<file path="config.mk">
export PLATFORM = sky130hd
export DESIGN_NAME = cmr_back
export DESIGN_NICKNAME = d
export VERILOG_FILES = /design/src/sv/cmr_pkg.sv /design/src/sv/cmr_back.sv
export SDC_FILE = /design/constraint.sdc
export NUM_CORES = 1
export LEC_CHECK = 0
export BUFFER_PORTS_ARGS = -buffer_cell sky130_fd_sc_hd__buf_4
export CORE_MARGIN = 2
export CORE_UTILIZATION = 48
export CTS_BUF_LIST = sky130_fd_sc_hd__clkbuf_8
export CTS_CLUSTER_DIAMETER = 100
export DETAILED_ROUTE_END_ITERATION = 12
export GPL_TIMING_DRIVEN = 0
export PLACE_DENSITY = 0.71
export SETUP_SLACK_MARGIN = 0.3
export SLEW_MARGIN = 20
export SYNTH_ARGS = -nofsm -noshare
export SYNTH_HDL_FRONTEND = slang
export SYNTH_SLANG_ARGS = --single-unit
</file>
<file path="constraint.sdc">
create_clock -name clk -period 3.3 [get_ports clk]
set_input_delay 0.165 -clock clk [delete_from_list [all_inputs] [get_ports clk]]
set_output_delay 0.165 -clock clk [all_outputs]
set_load 0.005 [all_outputs]
</file>
<file path="src/sv/cmr_pkg.sv">
// Shared types and constants for the compaction index remapper.
// No dependencies; cmr_front, cmr_back, the top level and the testbench import it.
package cmr_pkg;

  // Width of index values and compacted positions
  localparam int FIELD_W = 12;

  // Default size of the removed-count table
  localparam int MAX_ITEMS_DEF = 4096;

  // Depth of the queue between the front and the back
  localparam int QUEUE_DEPTH = 4;

  // Request codes
  localparam logic [1:0] REQ_LOAD    = 2'd0;
  localparam logic [1:0] REQ_SOURCE  = 2'd1;
  localparam logic [1:0] REQ_RESTART = 2'd2;

  typedef struct packed {
    logic [1:0]         req_type;
    logic               remove_flag;
    logic [FIELD_W-1:0] index_value;
  } in_item_t;

  typedef struct packed {
    logic [FIELD_W-1:0] remapped_value;
    logic [FIELD_W-1:0] out_position;
    logic               bad_index;
  } out_item_t;

  // Classified request handed from the front to the back
  typedef struct packed {
    logic [FIELD_W-1:0] value;
    logic [FIELD_W-1:0] pos;
    logic               bad;
    logic               lookup;
  } cmd_t;

endpackage

</file>
<file path="src/sv/cmr_back.sv">
// Back of the remapper: queues classified requests, applies the subtract
// and clamp, and holds the result register. Uses cmr_pkg.
module cmr_back #(
  parameter int MAX_ITEMS = cmr_pkg::MAX_ITEMS_DEF
) (
  input  logic                                      clk,
  input  logic                                      rst_n,
  input  logic                                      cmd_push,
  input  cmr_pkg::cmd_t                             cmd,
  input  logic [$clog2(MAX_ITEMS+1)-1:0]            cmd_removed,
  output logic [$clog2(cmr_pkg::QUEUE_DEPTH+1)-1:0] q_cnt,
  output logic                                      out_empty,
  input  logic                                      out_pop,
  output cmr_pkg::out_item_t                        out_item
);

  import cmr_pkg::*;

  localparam int CW   = $clog2(MAX_ITEMS + 1);
  localparam int CMPW = (CW > FIELD_W) ? CW : FIELD_W;
  localparam int QCW  = $clog2(QUEUE_DEPTH + 1);
  localparam int QAW  = $clog2(QUEUE_DEPTH);

  cmd_t          q_cmd_r [QUEUE_DEPTH];
  logic [CW-1:0] q_rem_r [QUEUE_DEPTH];
  logic [QAW-1:0] wp_r, wp_nxt;
  logic [QAW-1:0] rp_r, rp_nxt;
  logic [QCW-1:0] cnt_r, cnt_nxt;
  logic           out_v_r, out_v_nxt;
  out_item_t      out_r, out_nxt;

  logic           q_pop;
  cmd_t           head;
  logic [CW-1:0]  head_rem;
  logic [CMPW-1:0] val_x;
  logic [CMPW-1:0] rem_x;

  assign head     = q_cmd_r[rp_r];
  assign head_rem = q_rem_r[rp_r];
  assign val_x    = CMPW'(head.value);
  assign rem_x    = CMPW'(head_rem);

  // Advance the queue head whenever the result register frees up
  assign q_pop = (cnt_r != '0) && (!out_v_r || out_pop);

  always_comb begin
    wp_nxt  = cmd_push ? QAW'(wp_r + QAW'(1)) : wp_r;
    rp_nxt  = q_pop ? QAW'(rp_r + QAW'(1)) : rp_r;
    cnt_nxt = cnt_r + QCW'(cmd_push) - QCW'(q_pop);
  end

  // Build the result: renumber, copy or zero on error
  always_comb begin
    out_nxt   = out_r;
    out_v_nxt = out_v_r && !out_pop;
    if (q_pop) begin
      out_v_nxt            = 1'b1;
      out_nxt.out_position = head.pos;
      out_nxt.bad_index    = head.bad;
      if (head.bad) begin
        out_nxt.remapped_value = '0;
      end else if (head.lookup) begin
        out_nxt.remapped_value = (rem_x > val_x) ? '0 : FIELD_W'(val_x - rem_x);
      end else begin
        out_nxt.remapped_value = head.value;
      end
    end
  end

  // Queue storage
  always_ff @(posedge clk) begin
    if (cmd_push) begin
      q_cmd_r[wp_r] <= cmd;
      q_rem_r[wp_r] <= cmd_removed;
    end
  end

  // Queue pointers and result register
  always_ff @(posedge clk) begin
    if (!rst_n) begin
      wp_r    <= '0;
      rp_r    <= '0;
      cnt_r   <= '0;
      out_v_r <= 1'b0;
    end else begin
      wp_r    <= wp_nxt;
      rp_r    <= rp_nxt;
      cnt_r   <= cnt_nxt;
      out_v_r <= out_v_nxt;
    end
  end

  always_ff @(posedge clk) begin
    out_r <= out_nxt;
  end

  assign q_cnt     = cnt_r;
  assign out_empty = !out_v_r;
  assign out_item  = out_r;

`ifndef NO_ASSERTIONS
  // Queue occupancy stays within its depth
  a_cnt_bound: assert property (@(posedge clk) disable iff (!rst_n)
    cnt_r <= QCW'(QUEUE_DEPTH))
    else $error("queue overfilled");

  // Occupancy tracks pushes and pops
  a_cnt_track: assert property (@(posedge clk) disable iff (!rst_n)
    $past(rst_n) |->
      (cnt_r == QCW'($past(cnt_r) + QCW'($past(cmd_push)) - QCW'($past(q_pop)))))
    else $error("queue count out of step");

  // Pointers differ by the occupancy
  a_ptr_gap: assert property (@(posedge clk) disable iff (!rst_n)
    (cnt_r != QCW'(QUEUE_DEPTH)) |-> (QAW'(wp_r - rp_r) == QAW'(cnt_r)))
    else $error("queue pointers disagree with count");
`endif

endmodule

</file>
After elaboration in Yosys (flattened, before gate mapping)
Memory sizes are Yosys's and may differ from the RTL's. A register that Yosys moved wholly into a read port is not among the register bits.
Index checks and enable logic that the tools add are counted.

storage, ports and cells
  register bits after elaboration = 33
  bits in writable memories = 156
  input port bits = 43
  output and inout port bits = 29
  logic and storage cells = 30
  memories kept = 2

memory list
  memory   depth  width  rd ports  clocked after Yosys merged registers in  wr ports  RTL line        RTL
  q_cmd_r  4      26     1         1                                        1         cmr_back.sv:24  cmd_t q_cmd_r [QUEUE_DEPTH];
  q_rem_r  4      13     1         1                                        1         cmr_back.sv:25  logic [CW-1:0] q_rem_r [QUEUE_DEPTH];

operators by class
  $add $sub $neg = 5
  magnitude comparators = 1
  muxes and demuxes = 9
  reductions and logical operators = 6

operators by type and width
  cell                                                            number
  12-bit two-way mux                                              2
  13-bit by 12-bit greater-than comparator with 1-bit output      1
  12-bit subtractor                                               1
  2-bit two-way mux                                               4
  2-bit by 1-bit adder with 2-bit output (second input constant)  2
  3-bit by 1-bit adder with 3-bit output                          1
  1-bit two-way mux                                               3
  3-bit nonzero test                                              1
  3-bit by 1-bit subtractor with 3-bit output                     1
  1-bit logical AND                                               2
  1-bit logical NOT                                               2
  1-bit logical OR                                                1

Depth between registers and ports, before layout
  depth in word-level cells = 5
  mapped depth = 12

Worst setup path before layout
Ideal clock, no wire load.

  kind = register to register
  start = register cnt_r[1], in the netlist q_cnt[1]
  end = register cnt_r[2], in the netlist q_cnt[2]
  library setup time = 0.115 ns
  arrival time = 3.316 ns
  required time = 3.185 ns
  slack = -0.131 ns
  cell stages (with the launch flop) = 11
  path buffers = 0
  cells stage by stage = dfxtp_1 nor3_1 a21oi_1 ha_1 inv_1 ha_1 inv_1 fa_1 xnor2_1 xnor2_1 and2_1

on the way
  longest elaborated chain between the ends = 3
  elaborated cells on any way between the ends = 4

ends and longest elaborated chain
  what                                         RTL line        RTL
  start: declaration                           cmr_back.sv:28  logic [QCW-1:0] cnt_r, cnt_nxt;
  start signal: assignment                     cmr_back.sv:88  cnt_r <= cnt_nxt;
  3-bit nonzero test                           cmr_back.sv:44  assign q_pop = (cnt_r != '0) && (!out_v_r || out_pop);
  1-bit logical AND                            cmr_back.sv:44
  named net q_pop                              cmr_back.sv:32  logic q_pop;
  3-bit by 1-bit subtractor with 3-bit output  cmr_back.sv:49  cnt_nxt = cnt_r + QCW'(cmd_push) - QCW'(q_pop);

The timed path passes the listed nets, and every way through them passes these cells.
A chain may end at the register's enable or synchronous reset.

==> impl_metrics.env <==
export IMPL_status="completed"
export IMPL_crit_path_top_delay_cell="mux4_2"
export IMPL_synthSimpleGateAreaFrac_pct=4.25
export IMPL_worstSetupStartpointType="register"
export IMPL_synth_top_family_by_area="multiplexers"
export IMPL_synthArstFlopShare_pct=0
export IMPL_antenna_found_initial=0
export IMPL_hpwl_um=9780
export IMPL_clk_latency_ps=460
export IMPL_finalWeightedCongestion=0.862
export IMPL_ioPinCount=72
export IMPL_synthTopCellsByArea="edfxtp_1 (69%), mux4_2 (11%), ha_1 (4.6%)"
export IMPL_hold_slack_ps=35.6
export IMPL_grt_pass1_vias=4516
export IMPL_cts_sink_count=191
export IMPL_power_leakage_nw=3.62
export IMPL_period_share_pct=92.6
export IMPL_rsz0062_at_grt="yes"
export IMPL_period_needed_ps=3050
export IMPL_hold_viol=0
export IMPL_vias=4390
export IMPL_placed_area_um2=8870
export IMPL_clk_pin_slew_worst_paths_ps=90
export IMPL_yosysTopAreaCell="edfxtp_1"
export IMPL_cts_tree="done"
export IMPL_max_freq_mhz=327
export IMPL_ys_types=44
export IMPL_first_iter_violations=251
export IMPL_antennaDiodeCount=0
export IMPL_place_port_buffers=71
export IMPL_synth_fa_ha_area_share_pct=5.09
export IMPL_hp_class="input pin to register"
export IMPL_grt_pass1_wl_um=23700
export IMPL_cap_violations=0
export IMPL_final_util_pct=63.1
export IMPL_synth_edf_count=181
export IMPL_numCtsBuffers=17
export IMPL_postSynthAreaPerCell_um2=17.8
export IMPL_num_rows=46
export IMPL_root_buffer="clkbuf_8"
export IMPL_synth_compound_area_share_pct=4.27
export IMPL_slowest_delay_ps=550
export IMPL_fin_skew_ps=8.73
export IMPL_grt_ovfl_total=0
export IMPL_dieWidth_um=132
export IMPL_cp_max_fo=8
export IMPL_crit_type="register to register"
export IMPL_drc=0
export IMPL_synthXorXnorAreaFrac_pct=1.33
export IMPL_die_height_um=132
export IMPL_ys_seq_area_share_pct=71.2
export IMPL_drtPass1Iterations=5
export IMPL_grt_util_all_layers_pct=17.9
export IMPL_syn_cell_area_um2=7920
export IMPL_wirelength_um=15000
export IMPL_drive_gt1_share_pct=34.2
export IMPL_drv_slew=0
export IMPL_dieArea_um2=17500
export IMPL_muxShareOfSynthArea_pct=11.2
export IMPL_power_density_nw_per_um2=797
export IMPL_cp_end_kind="register"
export IMPL_synth_top_area_share_pct=68.7
export IMPL_initial_core_util_pct=49.5
export IMPL_worst_pin_slew_ps=926
export IMPL_synth_seq_cells=191
export IMPL_critPathArrivalTime_ps=3250
export IMPL_htreeDepth=4
export IMPL_placed_cells=736
export IMPL_peakVddDrop_mv=0.445
export IMPL_ant_nets=0
export IMPL_synth_warnings=0
export IMPL_finish_instance_area_um2=10100
export IMPL_synth_nets=518
export IMPL_synth_top_flop_cell="edfxtp_1"
export IMPL_cts_buffer_depth=2
export IMPL_final_cells=824
export IMPL_grt_max_degree=24
export IMPL_area_delta_synth_final_pct=27.5
export IMPL_crit_required_ps=3490
export IMPL_core_area_um2=16000
export IMPL_relSlewSlack_pct=37.6
export IMPL_num_nets_final=672
export IMPL_crit_chain="buf_12, buf_12, mux4_2, ha_4, buf_6, nand4_1, a31oi_1, o211ai_1, buf_4, buf_6, a32oi_2, nor2_1"
export IMPL_vias_per_cell=5.33
export IMPL_synthCells=444
export IMPL_setup_viol=0
export IMPL_wire_per_inst_um=18.2
export IMPL_fillers=1181
cell usage after synthesis, types with 2 or more instances:
master	n
edfxtp_1	181
mux4_2	38
inv_1	36
ha_1	29
nor2_1	16
a21oi_1	14
and2_1	11
nand2_1	11
dfxtp_1	10
nand3_1	10
a32oi_1	8
clkbuf_1	8
buf_2	7
xnor2_1	7
nor3_1	6
nor2b_1	5
o21ai_0	5
xor2_1	5
o21bai_1	4
a31oi_1	3
o211ai_1	3
fa_1	2
mux2i_1	2
nand2b_1	2
nand3b_1	2
metal layers:
metal	track usage [%]	vias up	wire, um
li1	-	2030	-
met1	23.2	2206	6450
met2	29.9	136	7590
met3	4.14	18	749
met4	6.45	0	184
met5	0	-	0
cell usage in the layout, fill, tap and decap left out, drive strengths merged, types with 6 or more instances in the layout:
cell type | Yosys | layout
ha | 29 | 29
a32oi | 8 | 8
nand2 | 11 | 11
dfxtp | 10 | 10
buf | 9 | 107
clkbuf | 8 | 22
dlygate4sd3 | 0 | 40
and2 | 11 | 11
xnor2 | 7 | 7
a21oi | 15 | 15
nor3 | 6 | 6
inv | 36 | 41
mux4 | 38 | 38
nand3 | 10 | 10
nor2 | 16 | 16
edfxtp | 181 | 181
timing repair:
item,in CTS,in global routing
gates resized for setup,38,39
hold buffers,40,0
pin swaps,2,17
setup endpoints to repair,12,11
setup buffers,6,11
endpoints found under the hold margin,166,0
gates cloned,0,2
critical path: cells and delay by family (launching register included):
kind                       cells  cell delay [ps]
muxes                          1              550
adders and majority gates      1              290
and+or+nand+nor                2              260
AOI/OAI and AO/OA              3              600
buffers and inverters          5              690
DFF                            1              400
where the power goes:
group / leakage [nW] / internal, W / switching [W]
Sequential: 1.77 / 0.00305 / 0.000115
Clock: 0.186 / 0.000655 / 0.000768
Combinational: 1.67 / 0.00173 / 0.00174
flip-flops by register name, summed over array words and instances, names as in the netlist, named ones only:
name and cells:
out_item 25, wp_r 2, out_v_r 1, q_rem_r 52, q_cmd_r 104, q_cnt 3
rp_r 2
area by class of cell:
class / instances / area, um2 / share of cell area [%]
flip-flops and latches: 191 / 5640 / 55.9
multi-input cells: 200 / 2270 / 22.5
repair buffers: 135 / 1230 / 12.2
well taps: 216 / 270 / 2.68
clock buffers: 17 / 234 / 2.32
plain buffers: 17 / 185 / 1.83
inverters: 36 / 135 / 1.34
clock inverters: 12 / 125 / 1.24
per-stage QoR:
stage                     TNS (ps)  setup slack (ps)  power [W]
after floorplan                  0               326    0.00506
after global placement       -4060              -399    0.00585
after detailed placement     -4220              -434    0.00598
after CTS                        0               303    0.00769
after global routing             0               146    0.00852
final                            0               246    0.00805
logic make-up after synthesis:
family	after synthesis
AOI/OAI and AO/OA	49
xor gates and xnor gates	12
adders and majority gates	31
buffers and inverters	53
DFF	191
muxes	41
and+or+nand+nor	67
path summary, 6_finish.rpt:
kind	to	slack [ps]	from	cells past startpoint
max reg2reg	out_item[14]$_SDFFCE_PP0P_	250	register	12
min reg2reg	wp_r[1]$_SDFFE_PN0P_	580	wp_r[1]$_SDFFE_PN0P_	2
max	out_item[14]$_SDFFCE_PP0P_	250	register	12
min	out_v_r$_SDFF_PN0_	40	out_pop	3
Power figures use the tool's default switching activity.
